[src/rtl/spi_byte_bitbang_shifter_unit_assert.svh]
// Assertion macros shared by the SPI byte shifter RTL.
`ifndef SPI_BYTE_BITBANG_SHIFTER_UNIT_ASSERT_SVH
`define SPI_BYTE_BITBANG_SHIFTER_UNIT_ASSERT_SVH

// Same-cycle implication, sampled on the rising clock, off during reset.
`define SBB_ASSERT_NOW(label, ante, cons, msg) \
  label: assert property (@(posedge clk) disable iff (rst) (ante) |-> (cons)) \
    else $error(msg);

// Next-cycle implication, sampled on the rising clock, off during reset.
`define SBB_ASSERT_NEXT(label, ante, cons, msg) \
  label: assert property (@(posedge clk) disable iff (rst) (ante) |=> (cons)) \
    else $error(msg);

`endif

[src/rtl/sbb_pkg.sv]
// Package with the item types and constants of the SPI byte shifter.
`default_nettype none

package sbb_pkg;

  localparam int BITS_PER_BYTE = 8;
  localparam logic [7:0] PHASE_TICKS_RESET = 8'd6;
  localparam logic [3:0] BITS_LOAD = 4'(BITS_PER_BYTE);

  // Input item kinds; the fourth code is unused and changes nothing.
  localparam logic [1:0] KIND_TICK = 2'd0;
  localparam logic [1:0] KIND_LOAD = 2'd1;
  localparam logic [1:0] KIND_CS   = 2'd2;

  typedef struct packed {
    logic [1:0] kind;
    logic [7:0] tx_byte;
    logic       cs_level;
  } in_item_t;

  typedef struct packed {
    logic busy_res;
    logic cs_n;
    logic sclk_rise;
    logic sclk;
    logic mosi;
  } out_item_t;

endpackage

`default_nettype wire

[src/rtl/sbb_in_stage.sv]
// Input register of the SPI byte shifter, with its ready logic.
`default_nettype none

module sbb_in_stage
  import sbb_pkg::*;
(
  input  wire logic     clk,
  input  wire logic     rst,
  input  wire logic     in_valid,
  output logic          in_ready,
  input  wire in_item_t in_item,
  input  wire logic     advance,
  output logic          held_valid,
  output in_item_t      held_item
);

  // A new item enters when the register is empty or drains this cycle.
  assign in_ready = !held_valid || advance;

  always_ff @(posedge clk) begin
    if (rst) begin
      held_valid <= 1'b0;
    end else if (in_ready) begin
      held_valid <= in_valid;
    end
  end

  always_ff @(posedge clk) begin
    if (in_ready && in_valid) begin
      held_item <= in_item;
    end
  end

endmodule

`default_nettype wire

[src/rtl/sbb_core.sv]
// Shifter state, phase_ticks register and the next-state logic for one item.
`default_nettype none

module sbb_core
  import sbb_pkg::*;
(
  input  wire logic       clk,
  input  wire logic       rst,
  input  wire logic       cfg_valid,
  input  wire logic [7:0] cfg_data,
  input  wire logic       fire,
  input  wire in_item_t   item,
  output out_item_t       result
);

  `include "spi_byte_bitbang_shifter_unit_assert.svh"

  logic [7:0] phase_ticks;
  logic [7:0] shift_byte;
  logic [3:0] bits_left;
  logic       phase_high;
  logic [7:0] divider_count;
  logic       cs_raise_pending;
  logic       mosi;
  logic       sclk;
  logic       cs_n;

  logic [7:0] shift_byte_next;
  logic [3:0] bits_left_next;
  logic       phase_high_next;
  logic [7:0] divider_count_next;
  logic       cs_raise_pending_next;
  logic       mosi_next;
  logic       sclk_next;
  logic       cs_n_next;
  logic       rise;
  logic [7:0] divider_inc;
  logic [2:0] bit_sel;

  // Configuration register; user writes it only while idle (not enforced).
  always_ff @(posedge clk) begin
    if (rst) begin
      phase_ticks <= PHASE_TICKS_RESET;
    end else if (cfg_valid) begin
      phase_ticks <= cfg_data;
    end
  end

  assign divider_inc = divider_count + 8'd1;
  assign bit_sel     = 3'(bits_left - 4'd1);

  // Effect of one item on the shifter and pin state.
  always_comb begin
    shift_byte_next       = shift_byte;
    bits_left_next        = bits_left;
    phase_high_next       = phase_high;
    divider_count_next    = divider_count;
    cs_raise_pending_next = cs_raise_pending;
    mosi_next             = mosi;
    sclk_next             = sclk;
    cs_n_next             = cs_n;
    rise                  = 1'b0;
    unique case (item.kind)
      KIND_TICK: begin
        if (bits_left == 4'd0) begin
          // Idle tick: a held raise request takes effect now.
          if (cs_raise_pending) begin
            cs_raise_pending_next = 1'b0;
            cs_n_next             = 1'b1;
          end
        end else if (divider_inc < phase_ticks) begin
          divider_count_next = divider_inc;
        end else begin
          divider_count_next = 8'd0;
          if (!phase_high) begin
            mosi_next       = shift_byte[bit_sel];
            sclk_next       = 1'b0;
            phase_high_next = 1'b1;
          end else begin
            // Rising edge; the last bit drops the clock in the same step.
            rise            = 1'b1;
            phase_high_next = 1'b0;
            bits_left_next  = bits_left - 4'd1;
            sclk_next       = (bits_left != 4'd1);
          end
        end
      end
      KIND_LOAD: begin
        shift_byte_next    = item.tx_byte;
        bits_left_next     = BITS_LOAD;
        phase_high_next    = 1'b0;
        divider_count_next = 8'd0;
      end
      KIND_CS: begin
        if (!item.cs_level) begin
          cs_raise_pending_next = 1'b0;
          cs_n_next             = 1'b0;
        end else begin
          cs_raise_pending_next = 1'b1;
        end
      end
      default: begin
      end
    endcase
  end

  // State registers advance once per processed item.
  always_ff @(posedge clk) begin
    if (rst) begin
      shift_byte       <= 8'd0;
      bits_left        <= 4'd0;
      phase_high       <= 1'b0;
      divider_count    <= 8'd0;
      cs_raise_pending <= 1'b0;
      mosi             <= 1'b0;
      sclk             <= 1'b0;
      cs_n             <= 1'b1;
    end else if (fire) begin
      shift_byte       <= shift_byte_next;
      bits_left        <= bits_left_next;
      phase_high       <= phase_high_next;
      divider_count    <= divider_count_next;
      cs_raise_pending <= cs_raise_pending_next;
      mosi             <= mosi_next;
      sclk             <= sclk_next;
      cs_n             <= cs_n_next;
    end
  end

  // The result shows the levels after this item.
  always_comb begin
    result.mosi      = mosi_next;
    result.sclk      = sclk_next;
    result.sclk_rise = rise;
    result.cs_n      = cs_n_next;
    result.busy_res  = (bits_left_next != 4'd0);
  end

  `SBB_ASSERT_NOW(a_bits_in_range, 1'b1, bits_left <= BITS_LOAD,
    "bit count above one byte")
  `SBB_ASSERT_NOW(a_high_phase_busy, phase_high, bits_left != 4'd0,
    "high phase pending with no bits left")
  `SBB_ASSERT_NOW(a_idle_clock_low, bits_left == 4'd0, !sclk,
    "serial clock high while idle")
  `SBB_ASSERT_NEXT(a_hold_without_item, !fire && !cfg_valid,
    $stable(bits_left) && $stable(divider_count) && $stable(cs_n),
    "state moved with no item processed")

endmodule

`default_nettype wire

[src/rtl/sbb_out_stage.sv]
// Result register of the SPI byte shifter.
`default_nettype none

module sbb_out_stage
  import sbb_pkg::*;
(
  input  wire logic      clk,
  input  wire logic      rst,
  input  wire logic      load_valid,
  input  wire out_item_t load_item,
  output logic           advance,
  output logic           out_valid,
  input  wire logic      out_ready,
  output out_item_t      out_item
);

  // The register takes a new result when empty or when its item leaves.
  assign advance = !out_valid || out_ready;

  always_ff @(posedge clk) begin
    if (rst) begin
      out_valid <= 1'b0;
    end else if (advance) begin
      out_valid <= load_valid;
    end
  end

  always_ff @(posedge clk) begin
    if (advance && load_valid) begin
      out_item <= load_item;
    end
  end

endmodule

`default_nettype wire

[src/rtl/spi_byte_bitbang_shifter_unit.sv]
// Top level of the SPI mode 0 byte shifter with stream ports.
//
// Each input item (tick, byte load or chip select request) yields exactly one
// result item with the mosi, sclk and cs_n levels after it. One item is taken
// per clock cycle with no gaps while m_axis_tready stays high. An item sits in
// the input register while the shifter state updates. Its result is then
// registered in the output register and offered on the master side. When the
// sink holds m_axis_tready low, two items are held, one in each register,
// before s_axis_tready drops. phase_ticks resets to 6.
// A cfg write is taken only while the input register is empty, so it applies
// from the next accepted item on.
`default_nettype none

module spi_byte_bitbang_shifter_unit
  import sbb_pkg::*;
(
  input  wire logic        clk,
  input  wire logic        rst,
  // Configuration: phase_ticks.
  input  wire logic        cfg_valid,
  output logic             cfg_ready,
  input  wire logic [7:0]  cfg_data,
  // Input items.
  input  wire logic        s_axis_tvalid,
  output logic             s_axis_tready,
  input  wire logic [15:0] s_axis_tdata,  // [7:0] tx_byte, [8] cs_level, rest zero
  input  wire logic [1:0]  s_axis_tuser,  // [1:0] kind
  // Result items.
  output logic             m_axis_tvalid,
  input  wire logic        m_axis_tready,
  output logic [7:0]       m_axis_tdata   // [0] mosi, [1] sclk, [2] sclk_rise,
                                          // [3] cs_n, [4] busy_res, rest zero
);

  `include "spi_byte_bitbang_shifter_unit_assert.svh"

  in_item_t  in_item;
  in_item_t  held_item;
  logic      held_valid;
  logic      advance;
  logic      fire;
  logic      cfg_write;
  out_item_t result;
  out_item_t out_item;

  // The register is written only when no accepted item waits to be processed.
  assign cfg_ready = !held_valid;
  assign cfg_write = cfg_valid && cfg_ready;

  // Unpack the stream payload.
  always_comb begin
    in_item.kind     = s_axis_tuser;
    in_item.tx_byte  = s_axis_tdata[7:0];
    in_item.cs_level = s_axis_tdata[8];
  end

  sbb_in_stage u_in (
    .clk        (clk),
    .rst        (rst),
    .in_valid   (s_axis_tvalid),
    .in_ready   (s_axis_tready),
    .in_item    (in_item),
    .advance    (advance),
    .held_valid (held_valid),
    .held_item  (held_item)
  );

  assign fire = held_valid && advance;

  sbb_core u_core (
    .clk       (clk),
    .rst       (rst),
    .cfg_valid (cfg_write),
    .cfg_data  (cfg_data),
    .fire      (fire),
    .item      (held_item),
    .result    (result)
  );

  sbb_out_stage u_out (
    .clk        (clk),
    .rst        (rst),
    .load_valid (fire),
    .load_item  (result),
    .advance    (advance),
    .out_valid  (m_axis_tvalid),
    .out_ready  (m_axis_tready),
    .out_item   (out_item)
  );

  // Pack the result fields, lowest field first.
  assign m_axis_tdata = {3'b000, out_item.busy_res, out_item.cs_n,
                         out_item.sclk_rise, out_item.sclk, out_item.mosi};

  `SBB_ASSERT_NOW(a_rise_clock_level, m_axis_tvalid && out_item.sclk_rise,
    out_item.sclk == out_item.busy_res, "clock level wrong after a rising edge")
  `SBB_ASSERT_NOW(a_idle_result_low, m_axis_tvalid && !out_item.busy_res,
    !out_item.sclk, "idle result shows the clock high")
  `SBB_ASSERT_NEXT(a_fire_gives_result, fire, m_axis_tvalid,
    "processed item did not reach the result register")

endmodule

`default_nettype wire
[config.mk]
export PLATFORM = sky130hd
export DESIGN_NAME = spi_byte_bitbang_shifter_unit
export DESIGN_NICKNAME = d
export VERILOG_FILES = /design/src/rtl/sbb_pkg.sv /design/src/rtl/sbb_in_stage.sv /design/src/rtl/sbb_core.sv /design/src/rtl/sbb_out_stage.sv /design/src/rtl/spi_byte_bitbang_shifter_unit.sv
export VERILOG_INCLUDE_DIRS = /design/src /design/src/rtl
export SDC_FILE = /design/constraint.sdc
export NUM_CORES = 1
export LEC_CHECK = 0
export ABC_CLOCK_PERIOD_IN_PS = 6050
export BUFFER_PORTS_ARGS = -buffer_cell sky130_fd_sc_hd__clkbuf_2
export CAP_MARGIN = 25
export CORE_MARGIN = 2
export CORE_UTILIZATION = 47
export CTS_BUF_LIST = sky130_fd_sc_hd__clkbuf_2
export DETAILED_ROUTE_END_ITERATION = 8
export GPL_ROUTABILITY_DRIVEN = 0
export PLACE_DENSITY = 0.69
export SKIP_LAST_GASP = 1
export SYNTH_ARGS = -nofsm -noshare
export SYNTH_HDL_FRONTEND = slang
export SYNTH_SLANG_ARGS = --single-unit
[constraint.sdc]
create_clock -name clk -period 6.05 [get_ports clk]
set_clock_uncertainty 0.05 [all_clocks]
set_input_delay 1.21 -clock clk [delete_from_list [all_inputs] [get_ports clk]]
set_output_delay 1.21 -clock clk [all_outputs]
set_load 0.1 [all_outputs]
==> metrics.cfg <==
[sta]
final-setup-viol-count = 0
min_period_ps = 3320
slew_headroom_pct = 51.1
setup_tns_ps = 0
slew_violations = 0
period_share_pct = 54.9
worst_slew_pin_slew_ps = 733
setup_slack_ps = 2730
finalHoldViolCount = 0
fmax_mhz = 301
rsz0062_at_grt = no
whs_ps = 421

[placement]
dp_hpwl_um = 3000
place_area_um2 = 2620
io_buffers = 31
dp_slack_ps = 2780
placedCellCount = 336

[cells_and_area]
final_util_pct = 53.5
drive_gt1_share_pct = 19.0
fin_area_um2 = 2710
num_antenna_cells = 0
area_delta_synth_final_pct = 10.3
fin_nets = 314
final_cells = 344

[worst_setup_path]
reg2reg_slack_ps = 2730
reg2reg_to = u_core.divider_count[2]
cp-end-kind = flop
slowest_stage = nor2_1
path_class = reg -> reg
startpoint_type = flop
cpPeakStageDelay_ps = 560
cp.required_ps = 6350
crit_end = u_core.divider_count[2]
worst_ep_arrival_time_ps = 3620
path_max_fanout = 12
r2r-start = u_core.divider_count[2]
startpoint = u_core.divider_count[2]
reg2reg_depth = 12
crit_chain = and3_2 > and3_1 > nand3_1 > xnor2_1 > ha_1 > a21oi_1 > o21a_1 > o41ai_2 > buf_4 > nor2_1 > or2b_1 > a311oi_1

[yosys]
yosys-top-cells-area = dfxtp_1 28%, edfxtp_1 20%, ha_1 5.1%
synth_top_cell_area_share_pct = 28.5
synth_cell_type_count = 45
avgSynthCellArea_um2 = 9.95
yosys_warnings = 0
synth-async-reset-ratio_pct = 0
yosys.area.top_type = dfxtp_1
synthFlopType = dfxtp_1
ys_seq_area_share_pct = 48.0
syn_inst = 247
synthesis.area_um2 = 2460
ys_ff_latch = 51
synth-edff-count = 16

[drt]
drt_pass1_iterations = 4
drcViolationCount = 0
wl_um = 4240
wl_per_cell_um = 12.3
viasPerCell = 5.20
drtAntennaViolNets = 0
num_vias = 1788
drt-initial-drc-count = 112

[clocking]
clk_latency_ps = 430
clockBufferDepth = 2
post-cts-setup-buffers = 0
numClockSinks = 51
cts_hold_buf = 0
tritoncts = yes
path_clk_slew_ps = 250
htree_num_levels = 2
cts_resized = 0
cts_root_buf = clkbuf_2
cts_buffers = 5

[global_routing]
grt_max_degree = 36
grt_pass1_vias = 1698
track_usage_pct = 15.7
gr-total-overflow = 0
antenna_found_initial = 0
grt_pass1_wl_um = 7460

[die]
die_x_um = 76.3
core_um2 = 5070
ioPinCount = 42
die_area_um2 = 5830
start_util_pct = 48.4
rows = 26
die_h_um = 76.3

[power_and_ir_drop]
power_density_nw_per_um2 = 244
worst_ir_drop_vdd_mv = 0.143
p_total_mw = 0.662
cellLeakagePower_nw = 1.15

[job]
drv_cap = 0

[outcome]
status = finished clean

[min_path]
hp-class = reg -> reg

-- routing by layer --
layer	part of all wire (%)	global-route usage [%]
met1	51	21.1
met2	44	25.2
met3	4.2	3.55
met4	0.94	4.91
met5	0	0
-- worst min-delay path by stage --
| stage | startpoint | to | slack [ps] | cells past startpoint |
|---|---|---|---|---|
| 4_1_cts | u_core.phase_ticks[4] | u_core.phase_ticks[4] | 420 | 2 |
| 3_5_place_dp | u_core.phase_ticks[4] | u_core.phase_ticks[4] | 400 | 2 |
| 5_1_grt | u_core.phase_ticks[4] | u_core.phase_ticks[4] | 470 | 2 |
| 6_report | u_core.phase_ticks[4] | u_core.phase_ticks[4] | 420 | 2 |
| 3_3_place_gp | u_core.phase_ticks[6] | u_core.phase_ticks[6] | 390 | 2 |
| 2_1_floorplan | u_core.phase_ticks[3] | u_core.phase_ticks[3] | 390 | 2 |
-- cell type report --
| class | instances | area [um2] |
|---|---|---|
| Timing Repair Buffer | 32 | 163 |
| Sequential cell | 51 | 1180 |
| Inverter | 12 | 45.0 |
| Multi-Input combinational cell | 171 | 1140 |
| Tap cell | 70 | 87.6 |
| Fill cell | 460 | 2360 |
| Clock inverter | 3 | 67.6 |
| Clock buffer | 5 | 25.0 |
-- report_power, final --
part / total [mW] / internal, mW / switching, mW
Clock: 0.217 / 0.111 / 0.107
Combinational: 0.0707 / 0.0193 / 0.0513
Sequential: 0.374 / 0.366 / 0.00753
Total: 0.662 / 0.496 / 0.166
-- worst max-delay path: cells and delay by family, from the launching register on --
| family | cells | cell delay, ps |
|---|---|---|
| xor+xnor | 1 | 210 |
| buf+inv | 1 | 180 |
| compound gates | 4 | 610 |
| simple gates | 5 | 1450 |
| fa+ha+maj | 1 | 280 |
| flops | 1 | 480 |
-- logic make-up (layout without fill, tap and decap cells) --
kind of cell / after synthesis / in the layout / synth area share (%)
buf+inv: 27 / 52 / 5.75
flops: 51 / 51 / 48.0
simple gates: 82 / 82 / 16.3
fa+ha+maj: 10 / 10 / 5.09
mux: 16 / 16 / 7.68
other cells: 1 / 3 / 0.153
compound gates: 53 / 53 / 14.5
xor+xnor: 7 / 7 / 2.49
-- placed cells by master (no fill, tap or decap), types with 3 or more instances in the layout --
master and instances:
clkbuf_2 36, dfxtp_1 35, nor2_1 27, nand2_1 22
a21oi_1 20, edfxtp_1 16, inv_1 12, mux2i_1 11
ha_1 10, nand3_1 8, o21ai_0 7, xnor2_1 4
nor2b_1 4, a31oi_1 4, a311oi_1 4, a211o_1 4
nand2b_1 3, mux2_2 3, and3_2 3, xor2_1 3
and2_1 3, a22oi_1 3, conb_1 3
-- flip-flops by register name, indices dropped and copies added, names as in the netlist, 4 cells and up --
register              count
u_core.bits_left          4
u_core.divider_count      8
u_core.phase_ticks        8
u_core.shift_byte         8
u_in.held_item           11
u_out.out_item            5
-- Yosys cell counts, types with 3 or more instances --
cell / count
xor2_1: 3
mux2i_1: 11
inv_1: 12
a31oi_1: 4
a22oi_1: 3
nand3_1: 8
mux2_2: 3
and2_1: 3
a21oi_1: 20
ha_1: 10
nor2b_1: 4
a211o_1: 4
nor2_1: 27
o21ai_0: 7
buf_6: 3
nand2b_1: 3
dfxtp_1: 35
buf_4: 4
clkbuf_1: 6
xnor2_1: 4
and3_2: 3
edfxtp_1: 16
a311oi_1: 4
nand2_1: 22
Power figures use the tool's default switching activity.
